[config.mk]
export PLATFORM = sky130hd
export DESIGN_NAME = mailbox_address_translation_table_top
export DESIGN_NICKNAME = d
export VERILOG_FILES = /design/src/hdl/matt_pkg.sv /design/src/hdl/mailbox_address_translation_table_top.sv
export VERILOG_INCLUDE_DIRS = /design/src /design/src/hdl
export SDC_FILE = /design/constraint.sdc
export NUM_CORES = 2
export LEC_CHECK = 0
export BUFFER_PORTS_ARGS = -buffer_cell sky130_fd_sc_hd__buf_4
export CAP_MARGIN = 15
export CORE_AREA = 10 10 363 365
export DETAILED_ROUTE_END_ITERATION = 12
export DIE_AREA = 0 0 373 375
export PLACE_DENSITY_LB_ADDON = 0.15
export SETUP_SLACK_MARGIN = 0.4
export SYNTH_ARGS = -nofsm -noshare
export SYNTH_HDL_FRONTEND = slang
export SYNTH_SLANG_ARGS = --single-unit
[constraint.sdc]
create_clock -name clk -period 12.25 [get_ports clk]
set_input_delay 1.8375 -clock clk [delete_from_list [all_inputs] [get_ports clk]]
set_output_delay 1.8375 -clock clk [all_outputs]
set_load 0.02 [all_outputs]
[src/hdl/mailbox_address_translation_table_top_macros.svh]
// assertion helpers for the address translation table
`ifndef MAILBOX_ADDRESS_TRANSLATION_TABLE_TOP_MACROS_SVH
`define MAILBOX_ADDRESS_TRANSLATION_TABLE_TOP_MACROS_SVH

`ifndef ASSERT_OFF

// property must hold at every clock edge outside reset
`define MATT_ASSERT(label, prop, msg) \
	label: assert property (@(posedge clk) disable iff (!arst_n) (prop)) else $error(msg);

// condition must never be seen outside reset
`define MATT_ASSERT_NEVER(label, cond, msg) \
	label: assert property (@(posedge clk) disable iff (!arst_n) !(cond)) else $error(msg);

`else

`define MATT_ASSERT(label, prop, msg)

`define MATT_ASSERT_NEVER(label, cond, msg)

`endif

`endif

[src/hdl/matt_pkg.sv]
`timescale 1ns / 1ps

package matt_pkg;

	localparam int TABLE_ENTRIES = 16;
	localparam int IDX_W = (TABLE_ENTRIES > 1) ? $clog2(TABLE_ENTRIES) : 1;
	localparam int CNT_W = $clog2(TABLE_ENTRIES + 1);

	localparam int ADDR_W = 32;
	localparam int PHYS_W = 33;
	localparam int OFFSET_W = 12;
	localparam logic [ADDR_W-1:0] PAGE_MASK = 32'hFFFF_F000;

	typedef enum logic [1:0] {
		OP_SET_PENDING = 2'd0,
		OP_MAP         = 2'd1,
		OP_UNMAP       = 2'd2,
		OP_TRANSLATE   = 2'd3
	} opcode_t;

	typedef enum logic [3:0] {
		ST_IDLE    = 4'b0001,
		ST_SCAN    = 4'b0010,
		ST_MOVE_RD = 4'b0100,
		ST_MOVE_WR = 4'b1000
	} state_t;

endpackage

[src/hdl/mailbox_address_translation_table_top.sv]
// Fully associative I/O address translation table driven by mailbox words.
// Input channel: opcode and value are taken at a clock edge where start is
// high and busy is low. Result channel: phys_addr and hit are valid for the
// single cycle in which strobe is high; the receiver cannot stall it.
// Opcode set-pending latches value as the pending key; busy stays low.
// Map, unmap and translate scan the stored entries in slot order through
// one read port and one key comparator, one entry per cycle. After a hit,
// unmap reads the last entry and moves it into the freed slot. Translate
// gives exactly one result word; strobe rises together with busy falling.
// The other opcodes give no result word. Reset empties the table and
// clears the pending key; the entry storage itself is not cleared, since
// only slots below the fill count are ever read.
`timescale 1ns / 1ps
`include "mailbox_address_translation_table_top_macros.svh"

module mailbox_address_translation_table_top (
	input  logic                       clk,
	input  logic                       arst_n,
	input  logic                       start,
	output logic                       busy,
	input  logic [1:0]                 opcode,
	input  logic [matt_pkg::ADDR_W-1:0] value,
	output logic                       strobe,
	output logic [matt_pkg::PHYS_W-1:0] phys_addr,
	output logic                       hit
);

	matt_pkg::state_t state_q;
	logic [1:0] op_q;
	logic [matt_pkg::ADDR_W-1:0] val_q;
	logic [matt_pkg::ADDR_W-1:0] key_q;
	logic [matt_pkg::ADDR_W-1:0] pending_q;
	logic [matt_pkg::CNT_W-1:0] count_q;
	logic [matt_pkg::CNT_W-1:0] scan_idx_q;
	logic [matt_pkg::IDX_W-1:0] rd_idx_q;
	logic [matt_pkg::IDX_W-1:0] match_idx_q;
	logic rd_vld_q;
	logic strobe_q;
	logic hit_q;
	logic [matt_pkg::PHYS_W-1:0] phys_q;

	logic [matt_pkg::ADDR_W-1:0] key_mem [matt_pkg::TABLE_ENTRIES];
	logic [matt_pkg::ADDR_W-1:0] tgt_mem [matt_pkg::TABLE_ENTRIES];
	logic [matt_pkg::ADDR_W-1:0] key_rd_q;
	logic [matt_pkg::ADDR_W-1:0] tgt_rd_q;

	logic accept;
	logic issue;
	logic match;
	logic rd_en;
	logic [matt_pkg::IDX_W-1:0] rd_addr;
	logic wr_en;
	logic [matt_pkg::IDX_W-1:0] wr_addr;
	logic [matt_pkg::ADDR_W-1:0] wr_key;
	logic [matt_pkg::ADDR_W-1:0] wr_tgt;
	logic [matt_pkg::CNT_W-1:0] last_idx;
	logic table_full;
	logic [matt_pkg::PHYS_W-1:0] hit_sum;

	assign busy = (state_q != matt_pkg::ST_IDLE);
	assign accept = start && !busy;
	assign strobe = strobe_q;
	assign phys_addr = phys_q;
	assign hit = hit_q;

	assign issue = (state_q == matt_pkg::ST_SCAN) && (scan_idx_q < count_q);
	assign match = rd_vld_q && (key_rd_q == key_q);
	assign last_idx = count_q - matt_pkg::CNT_W'(1);
	assign table_full = (count_q >= matt_pkg::CNT_W'(matt_pkg::TABLE_ENTRIES));
	assign hit_sum = {1'b0, tgt_rd_q} +
		matt_pkg::PHYS_W'(val_q[matt_pkg::OFFSET_W-1:0]);

	// memory port control
	always_comb begin
		rd_en = 1'b0;
		rd_addr = scan_idx_q[matt_pkg::IDX_W-1:0];
		wr_en = 1'b0;
		wr_addr = rd_idx_q;
		wr_key = key_q;
		wr_tgt = val_q;
		case (state_q)
			matt_pkg::ST_SCAN: begin
				rd_en = issue;
				if (op_q == matt_pkg::OP_MAP) begin
					if (match) begin
						wr_en = 1'b1;
						wr_addr = rd_idx_q;
					end else if (!issue && !table_full) begin
						wr_en = 1'b1;
						wr_addr = count_q[matt_pkg::IDX_W-1:0];
					end
				end
			end
			matt_pkg::ST_MOVE_RD: begin
				rd_en = 1'b1;
				rd_addr = last_idx[matt_pkg::IDX_W-1:0];
			end
			matt_pkg::ST_MOVE_WR: begin
				wr_en = 1'b1;
				wr_addr = match_idx_q;
				wr_key = key_rd_q;
				wr_tgt = tgt_rd_q;
			end
			default: begin
				rd_en = 1'b0;
			end
		endcase
	end

	always_ff @(posedge clk) begin
		if (rd_en) begin
			key_rd_q <= key_mem[rd_addr];
			tgt_rd_q <= tgt_mem[rd_addr];
		end
		if (wr_en) begin
			key_mem[wr_addr] <= wr_key;
			tgt_mem[wr_addr] <= wr_tgt;
		end
	end

	// operand capture, no reset needed
	always_ff @(posedge clk) begin
		if (accept) begin
			op_q <= opcode;
			val_q <= value;
			case (opcode)
				matt_pkg::OP_MAP:       key_q <= pending_q;
				matt_pkg::OP_TRANSLATE: key_q <= value & matt_pkg::PAGE_MASK;
				default:                key_q <= value;
			endcase
		end
		if (issue) begin
			rd_idx_q <= scan_idx_q[matt_pkg::IDX_W-1:0];
		end
		if (state_q == matt_pkg::ST_SCAN && match) begin
			match_idx_q <= rd_idx_q;
		end
		if (state_q == matt_pkg::ST_SCAN && (match || !issue)) begin
			hit_q <= match;
			phys_q <= match ? hit_sum : {1'b0, val_q};
		end
	end

	always_ff @(posedge clk or negedge arst_n) begin
		if (!arst_n) begin
			state_q <= matt_pkg::ST_IDLE;
			pending_q <= '0;
			count_q <= '0;
			scan_idx_q <= '0;
			rd_vld_q <= 1'b0;
			strobe_q <= 1'b0;
		end else begin
			strobe_q <= 1'b0;
			rd_vld_q <= issue;
			case (state_q)
				matt_pkg::ST_IDLE: begin
					scan_idx_q <= '0;
					rd_vld_q <= 1'b0;
					if (accept) begin
						if (opcode == matt_pkg::OP_SET_PENDING) begin
							pending_q <= value;
						end else begin
							state_q <= matt_pkg::ST_SCAN;
						end
					end
				end
				matt_pkg::ST_SCAN: begin
					if (issue) begin
						scan_idx_q <= scan_idx_q + matt_pkg::CNT_W'(1);
					end
					// first matching slot ends the scan, else running out of slots
					if (match || !issue) begin
						state_q <= matt_pkg::ST_IDLE;
						case (op_q)
							matt_pkg::OP_TRANSLATE: begin
								strobe_q <= 1'b1;
							end
							matt_pkg::OP_MAP: begin
								if (!match && !table_full) begin
									count_q <= count_q + matt_pkg::CNT_W'(1);
								end
							end
							matt_pkg::OP_UNMAP: begin
								if (match) begin
									state_q <= matt_pkg::ST_MOVE_RD;
								end
							end
							default: begin
								state_q <= matt_pkg::ST_IDLE;
							end
						endcase
					end
				end
				matt_pkg::ST_MOVE_RD: begin
					state_q <= matt_pkg::ST_MOVE_WR;
				end
				matt_pkg::ST_MOVE_WR: begin
					count_q <= last_idx;
					state_q <= matt_pkg::ST_IDLE;
				end
				default: begin
					state_q <= matt_pkg::ST_IDLE;
				end
			endcase
		end
	end

	`MATT_ASSERT_NEVER(a_count_range, count_q > matt_pkg::CNT_W'(matt_pkg::TABLE_ENTRIES), "fill count beyond table size")
	`MATT_ASSERT(a_strobe_single, strobe_q |=> !strobe_q, "result word strobe held two cycles")
	`MATT_ASSERT(a_strobe_from_scan, strobe_q |-> $past(state_q == matt_pkg::ST_SCAN), "result word without a scan")
	`MATT_ASSERT(a_strobe_translate, strobe_q |-> (op_q == matt_pkg::OP_TRANSLATE), "result word for a non-translate op")
	`MATT_ASSERT(a_move_order, (state_q == matt_pkg::ST_MOVE_WR) |-> $past(state_q == matt_pkg::ST_MOVE_RD), "entry move write without read")

endmodule
After elaboration in Yosys (flattened, before gate mapping) --
Memory sizes are Yosys's and may differ from the RTL's. A register that Yosys moved wholly into a read port is not among the register bits. Cells that the tools add are included.
Operators by class: magnitude comparators 2, add/subtract/negate cells 4, reduce and logical (&&, ||, !) cells 19, equality and inequality tests 17, multiplexer cells 32
Operators by type and width (count):
- $mux 32 | 3
- $pmux 32 s2 | 1
- $add 32x12->33 | 1
- $eq 32x32->1 | 1
- $mux 4 | 7
- $mux 5 | 4
- $pmux 5 s2 | 2
- $pmux 4 s3 | 1
- $add 5x1->5 const B | 2
- $mux 1 | 9
- $pmux 4 s2 | 1
- $logic_and 1x1->1 | 7
- $eq 2x2->1 const B | 3
- $mux 3 | 2
- $ne 2x1->1 const B | 3
- $ne 2x2->1 const B | 3
- $reduce_and 3->1 | 2
- $ge 5x5->1 const B | 1
- $lt 5x5->1 | 1
- $sub 5x1->5 const B | 1
- $eq 2x1->1 const B | 2
- $eq 4x1->1 const B | 1
- $eq 4x2->1 const B | 1
- $eq 4x3->1 const B | 1
- 9 further kinds | 14
Storage, ports and cells: bits of input ports 37, output and inout bits 36, word-level logic and storage cells 90, flip-flop bits (word level) 156, memories kept 2, bits in writable memories 1024
Memory list:
- key_mem | words 16, bits a word 32, read ports 1, clocked after Yosys merged registers in 1, write ports 1, RTL line mailbox_address_translation_table_top.sv:42 | logic [matt_pkg::ADDR_W-1:0] key_mem [matt_pkg::TABLE_ENTRIES];
- tgt_mem | words 16, bits a word 32, read ports 1, clocked after Yosys merged registers in 1, write ports 1, RTL line mailbox_address_translation_table_top.sv:43 | logic [matt_pkg::ADDR_W-1:0] tgt_mem [matt_pkg::TABLE_ENTRIES];

Logic depth before layout (Yosys ltp) --
word-level depth 10, gate-level depth with buffers 11, depth with buffers taken out 10

Worst setup path after synthesis --
No wires, ideal clock.
kind register to register, start point register key_q[5] in the netlist's numbering, end point memory key_mem[13][0] in the netlist's numbering, enable pin, stages on the path, launching flop included 10, path slack 2596 ps, library setup time 666 ps, clock period less this slack 9654 ps, arrival 8989 ps, data required time 11584 ps, path buffers 2, cells stage by stage edfxtp_1 xnor2_1 nand2_1 or4_1 or4_4 buf_6 a21oi_2 a221o_2 buf_6 nor4b_1
On the way: cells in the longest elaborated chain, start to end 7, elaborated cells on any way between the ends 10, those cells by class 1 x eq/ne; 8 x mux; 1 x reduce/logical
Ends and longest elaborated chain:
- start: declaration | RTL line mailbox_address_translation_table_top.sv:31 | logic [matt_pkg::ADDR_W-1:0] key_q;
- start signal: assignment | RTL line mailbox_address_translation_table_top.sv:127 | matt_pkg::OP_MAP: key_q <= pending_q;
- start signal: assignment | RTL line mailbox_address_translation_table_top.sv:128 | matt_pkg::OP_TRANSLATE: key_q <= value & matt_pkg::PAGE_MASK;
- start signal: assignment | RTL line mailbox_address_translation_table_top.sv:129 | default: key_q <= value;
- $eq 32x32->1 * | RTL line mailbox_address_translation_table_top.sv:67 | assign match = rd_vld_q && (key_rd_q == key_q);
- $logic_and 1x1->1 * | RTL line mailbox_address_translation_table_top.sv:67
- $mux 1 | RTL line mailbox_address_translation_table_top.sv:85 | if (match) begin
- $mux 1 | RTL line mailbox_address_translation_table_top.sv:84 | if (op_q == matt_pkg::OP_MAP) begin
- $pmux 1 s2 | RTL line mailbox_address_translation_table_top.sv:81 | case (state_q)
- $mux 1 | RTL line mailbox_address_translation_table_top.sv:115 | if (wr_en) begin
- $mux 1 (implied by the code) | RTL line mailbox_address_translation_table_top.sv:116 | key_mem[wr_addr] <= wr_key;
- end: declaration | RTL line mailbox_address_translation_table_top.sv:42
Mark *: on every way between the ends. The rest lies on a longest branch, timed or not.

Worst setup path after layout --
start point register key_q[3] in the netlist's numbering, end point memory tgt_mem[13][29] in the netlist's numbering, enable pin
On the way: cells in the longest elaborated chain, start to end 7, elaborated cells on any way between the ends 10, those cells by class 1 x eq/ne; 8 x mux; 1 x reduce/logical
Ends and longest elaborated chain:
- $eq 32x32->1 * | RTL line mailbox_address_translation_table_top.sv:67
- $logic_and 1x1->1 * | RTL line mailbox_address_translation_table_top.sv:67
- $mux 1 | RTL line mailbox_address_translation_table_top.sv:85
- $mux 1 | RTL line mailbox_address_translation_table_top.sv:84
- $pmux 1 s2 | RTL line mailbox_address_translation_table_top.sv:81
- $mux 1 | RTL line mailbox_address_translation_table_top.sv:115
- $mux 1 (implied by the code) | RTL line mailbox_address_translation_table_top.sv:117 | tgt_mem[wr_addr] <= wr_tgt;
- end: declaration | RTL line mailbox_address_translation_table_top.sv:43
Marked as above.

==> summary.md <==
| Metric | Value |
|---|---|
| Status | completed |
| Synth Area in XOR/XNOR | 1.048% |
| FFs w/ async S/R, synth | 3.859% |
| Placer Congestion | 0.8460 |
| DR DRC count | 0 |
| CP Buf/Inv Count | 2 |
| Largest delay share family, worst path | simple AND/OR/NAND/NOR gates |
| CP cell instances | xor2_1 > nor4_1 > nand4b_1 > or4_4 > a21oi_2 > a221o_2 > nor4b_2 > buf_4 > buf_4 |
| Detail Placement HPWL | 74.32 mm |
| Largest family of logic cells by synthesized area | multiplexers |
| Critical Path Fanout Max | 39 |
| Pwr Density | 185.6 nW/um2 |
| Endpoints failing setup | 0 |
| Bufs on Longest Clock Path | 3 |
| Hold path depth | 2 |
| Yosys cell types | 66 |
| I/O pins | 73 |
| Static Leak | 18.54 nW |
| Synth-to-Final Area Change | 14.22% |
| Crit path kind | reg -> reg |
| Compound-Gate Fraction of Synth Area | 3.328% |
| Post-Route Utilization | 45.13% |
| Mapped Cells | 2553 |
| Synthesized Nets | 2611 |
| Crit share post-route | 44.01% |
| Site row count | 130 |
| Die Wd | 373 um |
| Rel. slew slack | 14.29% |
| Synth Area in Adders | 0.5483% |
| Clock Latency Late Sink | 0.76 ns |
| Peak VDD IR | 0.0001061 V |
| CP max stage cell | or4_4 |
| CTS tree | yes |
| FF-to-FF setup slack | 6.86 ns |
| Port bufs | 72 |
| Post-synth EDFFs | 1196 |
| Fill count | 10545 |
| CTS Sinks | 1244 |
| DIE HEIGHT | 375 um |
| Sequential area share after synthesis | 75.30% |
| Most frequent cells after synthesis | edfxtp_1 (1196), mux4_2 (256), nand2_1 (246), a21oi_1 (73), clkbuf_1 (72) |
| Num CTS Buffers | 132 |
| Setup TNS | 0 ns |
| Vias | 24857 |
| Cell taking the most area after synthesis | edfxtp_1 |
| Count leader, synth | edfxtp_1 |
| Root Driver | clkbuf_16 |
| CTS clk-pin slew, worst paths | 0.06 ns |
| Iter 0 DRT Violations | 2366 |
| Worst Max-Slew Pin Slew | 1.272 ns |
| Wire per inst | 28.63 um |
| Hold_buf cts | 0 |
| CP most frequent cell | buf_4 |
| Initial antenna violation count | 8 |
| Hold path start | pending_q[10] |
| DRT Pass-1 Iters | 5 |
| Final hold viol count | 0 |
| Reg-to-Reg Start | key_q[3] |
| Final Non-Filler Cells | 4456 |
| Final net count | 2754 |
| Cell Area, Synth | 49290 um2 |
| Critical Path Source Type | register |
| Via/cell ratio | 5.578 |
| Share of cells above drive strength 1 | 23.26% |
| Post-synthesis mux area share | 13.97% |
| GR Util All Layers | 18.06% |
| Arrival time worst endpoint | 5.76 ns |
| Initial Util | 39.51% |
| Post-route antenna net violation count | 0 |
| Setup Buffers After CTS | 0 |
| Worst hold slack | 0.4833 ns |
| F_max | 185.5 MHz |
| Post-Synth Simple-Gate Area | 4.399% |
| Vias in the first global route | 25591 |
| R2R depth | 9 |
| Synth area leaders | edfxtp_1 (73%), mux4_2 (12%), dfrtp_1 (2.4%) |
| Worst Hold Endpoint | pending_q[10] |
| Placed insts | 4212 |
| Post-Route WL | 127.6 mm |
| Full die area | 139900 um2 |
| Yosys top cell area share | 72.86% |
| Hold Crit Class | reg -> reg |
| Cts repair resizes | 0 |
| Largest net degree at the start of global routing | 129 |
| Syn_area_per_cell | 19.31 um2 |
| Unrepaired setup endpoints after global routing | false |
| Fin crit period | 5.391 ns |
| Post-synthesis register bit count | 1244 |
| CP peak stage delay | 0.86 ns |
| H-tree depth | 4 |
| Fin. max-slew vios | 0 |
| Gr ovfl total | 0 |
| Maximum capacitance violations | 0 |
| Core area | 124800 um2 |
| CP required | 12.62 ns |
| Clk_skew | 0.03035 ns |
| Synth warn | 0 |
| Worst setup EP type | register |
| Reg2reg end | tgt_mem[13][29] |
| First-pass GRT wire length | 184.7 mm |
| Synth Flop Type | edfxtp_1 |
-- placed cells by master (no fill, tap or decap), types with 6 or more instances in the layout --
cell,Yosys,routed
mux4_2,256,256
nor3_1,11,11
nand3_1,11,11
bufinv_16,0,8
ha_1,20,20
mux2i_1,66,66
buf_4,0,134
inv_1,34,34
clkinv_2,0,13
nand4_1,6,6
and3_1,6,6
nor2b_1,69,68
o21ai_0,70,67
a211oi_1,68,68
edfxtp_1,1196,1196
a31oi_1,19,19
mux2_2,41,41
nor4_1,15,10
nor2_1,24,23
clkbuf_1,72,35
nand2_1,246,245
xnor2_1,22,22
or3_1,11,11
a21oi_1,73,72
dfrtp_1,47,47
xor2_1,37,37
clkbuf_16,0,138
clkinv_1,0,30
-- flip-flops by register name (all words and copies together), names as in the netlist --
| name | count |
|---|---|
| scan_idx_q | 5 |
| hit | 1 |
| match_idx_q | 4 |
| op_q | 2 |
| phys_addr | 33 |
| strobe | 1 |
| state_q | 4 |
| rd_idx_q | 4 |
| pending_q | 32 |
| rd_vld_q | 1 |
| val_q | 32 |
| key_q | 32 |
| key_rd_q | 32 |
| key_mem | 512 |
| count_q | 5 |
| tgt_mem | 512 |
| tgt_rd_q | 32 |
-- metal layers --
layer,vias to the layer above,GRT usage (%),wire [um]
met5,-,0,17
met4,2,4.592,2322
met3,163,3.500,7875
met2,778,28.21,59580
met1,13298,25.93,57800
li1,10616,-,-
-- area by class of cell --
class | count | area, um2 | area share [%]
well taps | 1650 | 2064 | 3.667
diodes | 3 | 7.507 | 0.01333
clock inverters | 65 | 573.1 | 1.018
clock buffers | 176 | 3626 | 6.440
repair buffers | 139 | 1097 | 1.949
flip-flops and latches | 1244 | 37120 | 65.93
multi-input cells | 1145 | 11690 | 20.76
inverters | 34 | 127.6 | 0.2267
-- power by group --
group	total (mW)	leakage [nW]	switching (mW)	internal (mW)
Combinational	1.38	5.11	0.865	0.511
Sequential	5.19	11.4	0.125	5.07
Clock	3.88	2.03	1.63	2.25
Total	10.5	18.5	2.62	7.83
-- how the worst max path moves through the flow --
stage	start	end	slack, ns	cells past startpoint
finish	key_q[3]	tgt_mem[13][29]	6.86	9
global route	key_q[3]	tgt_mem[13][29]	6.53	9
CTS	key_q[3]	tgt_mem[13][23]	6.73	9
detailed placement	key_q[14]	tgt_mem[13][20]	6.81	9
global placement	key_q[14]	key_mem[11][18]	6.89	8
floorplan	key_q[5]	key_mem[13][0]	2.60	9
-- through the flow --
stage          instance area (um2)  setup slack, ns  total power [mW]
2_1_floorplan                49290            2.596             6.130
3_3_place_gp                 52080            6.889             6.643
3_5_place_dp                 52100            6.812             6.674
4_1_cts                      56290            6.726             10.57
5_1_grt                      56290            6.528             10.85
6_report                     56300            6.859             10.45
-- cell families after synthesis --
kind of cell / Yosys count
AND/OR/NAND/NOR: 438
multiplexers: 363
XOR/XNOR: 59
flip-flops: 1244
adder cells (fa/ha/maj): 21
buffers and inverters: 164
AO/OA/AOI/OAI: 264
-- tightest hold or removal path, stage by stage (launching register included) --
cell and delay, ns:
dfrtp_1 0.34, nand2_1 0.04, o21ai_0 0.06
No activity file was read; power rests on OpenSTA's default activity.
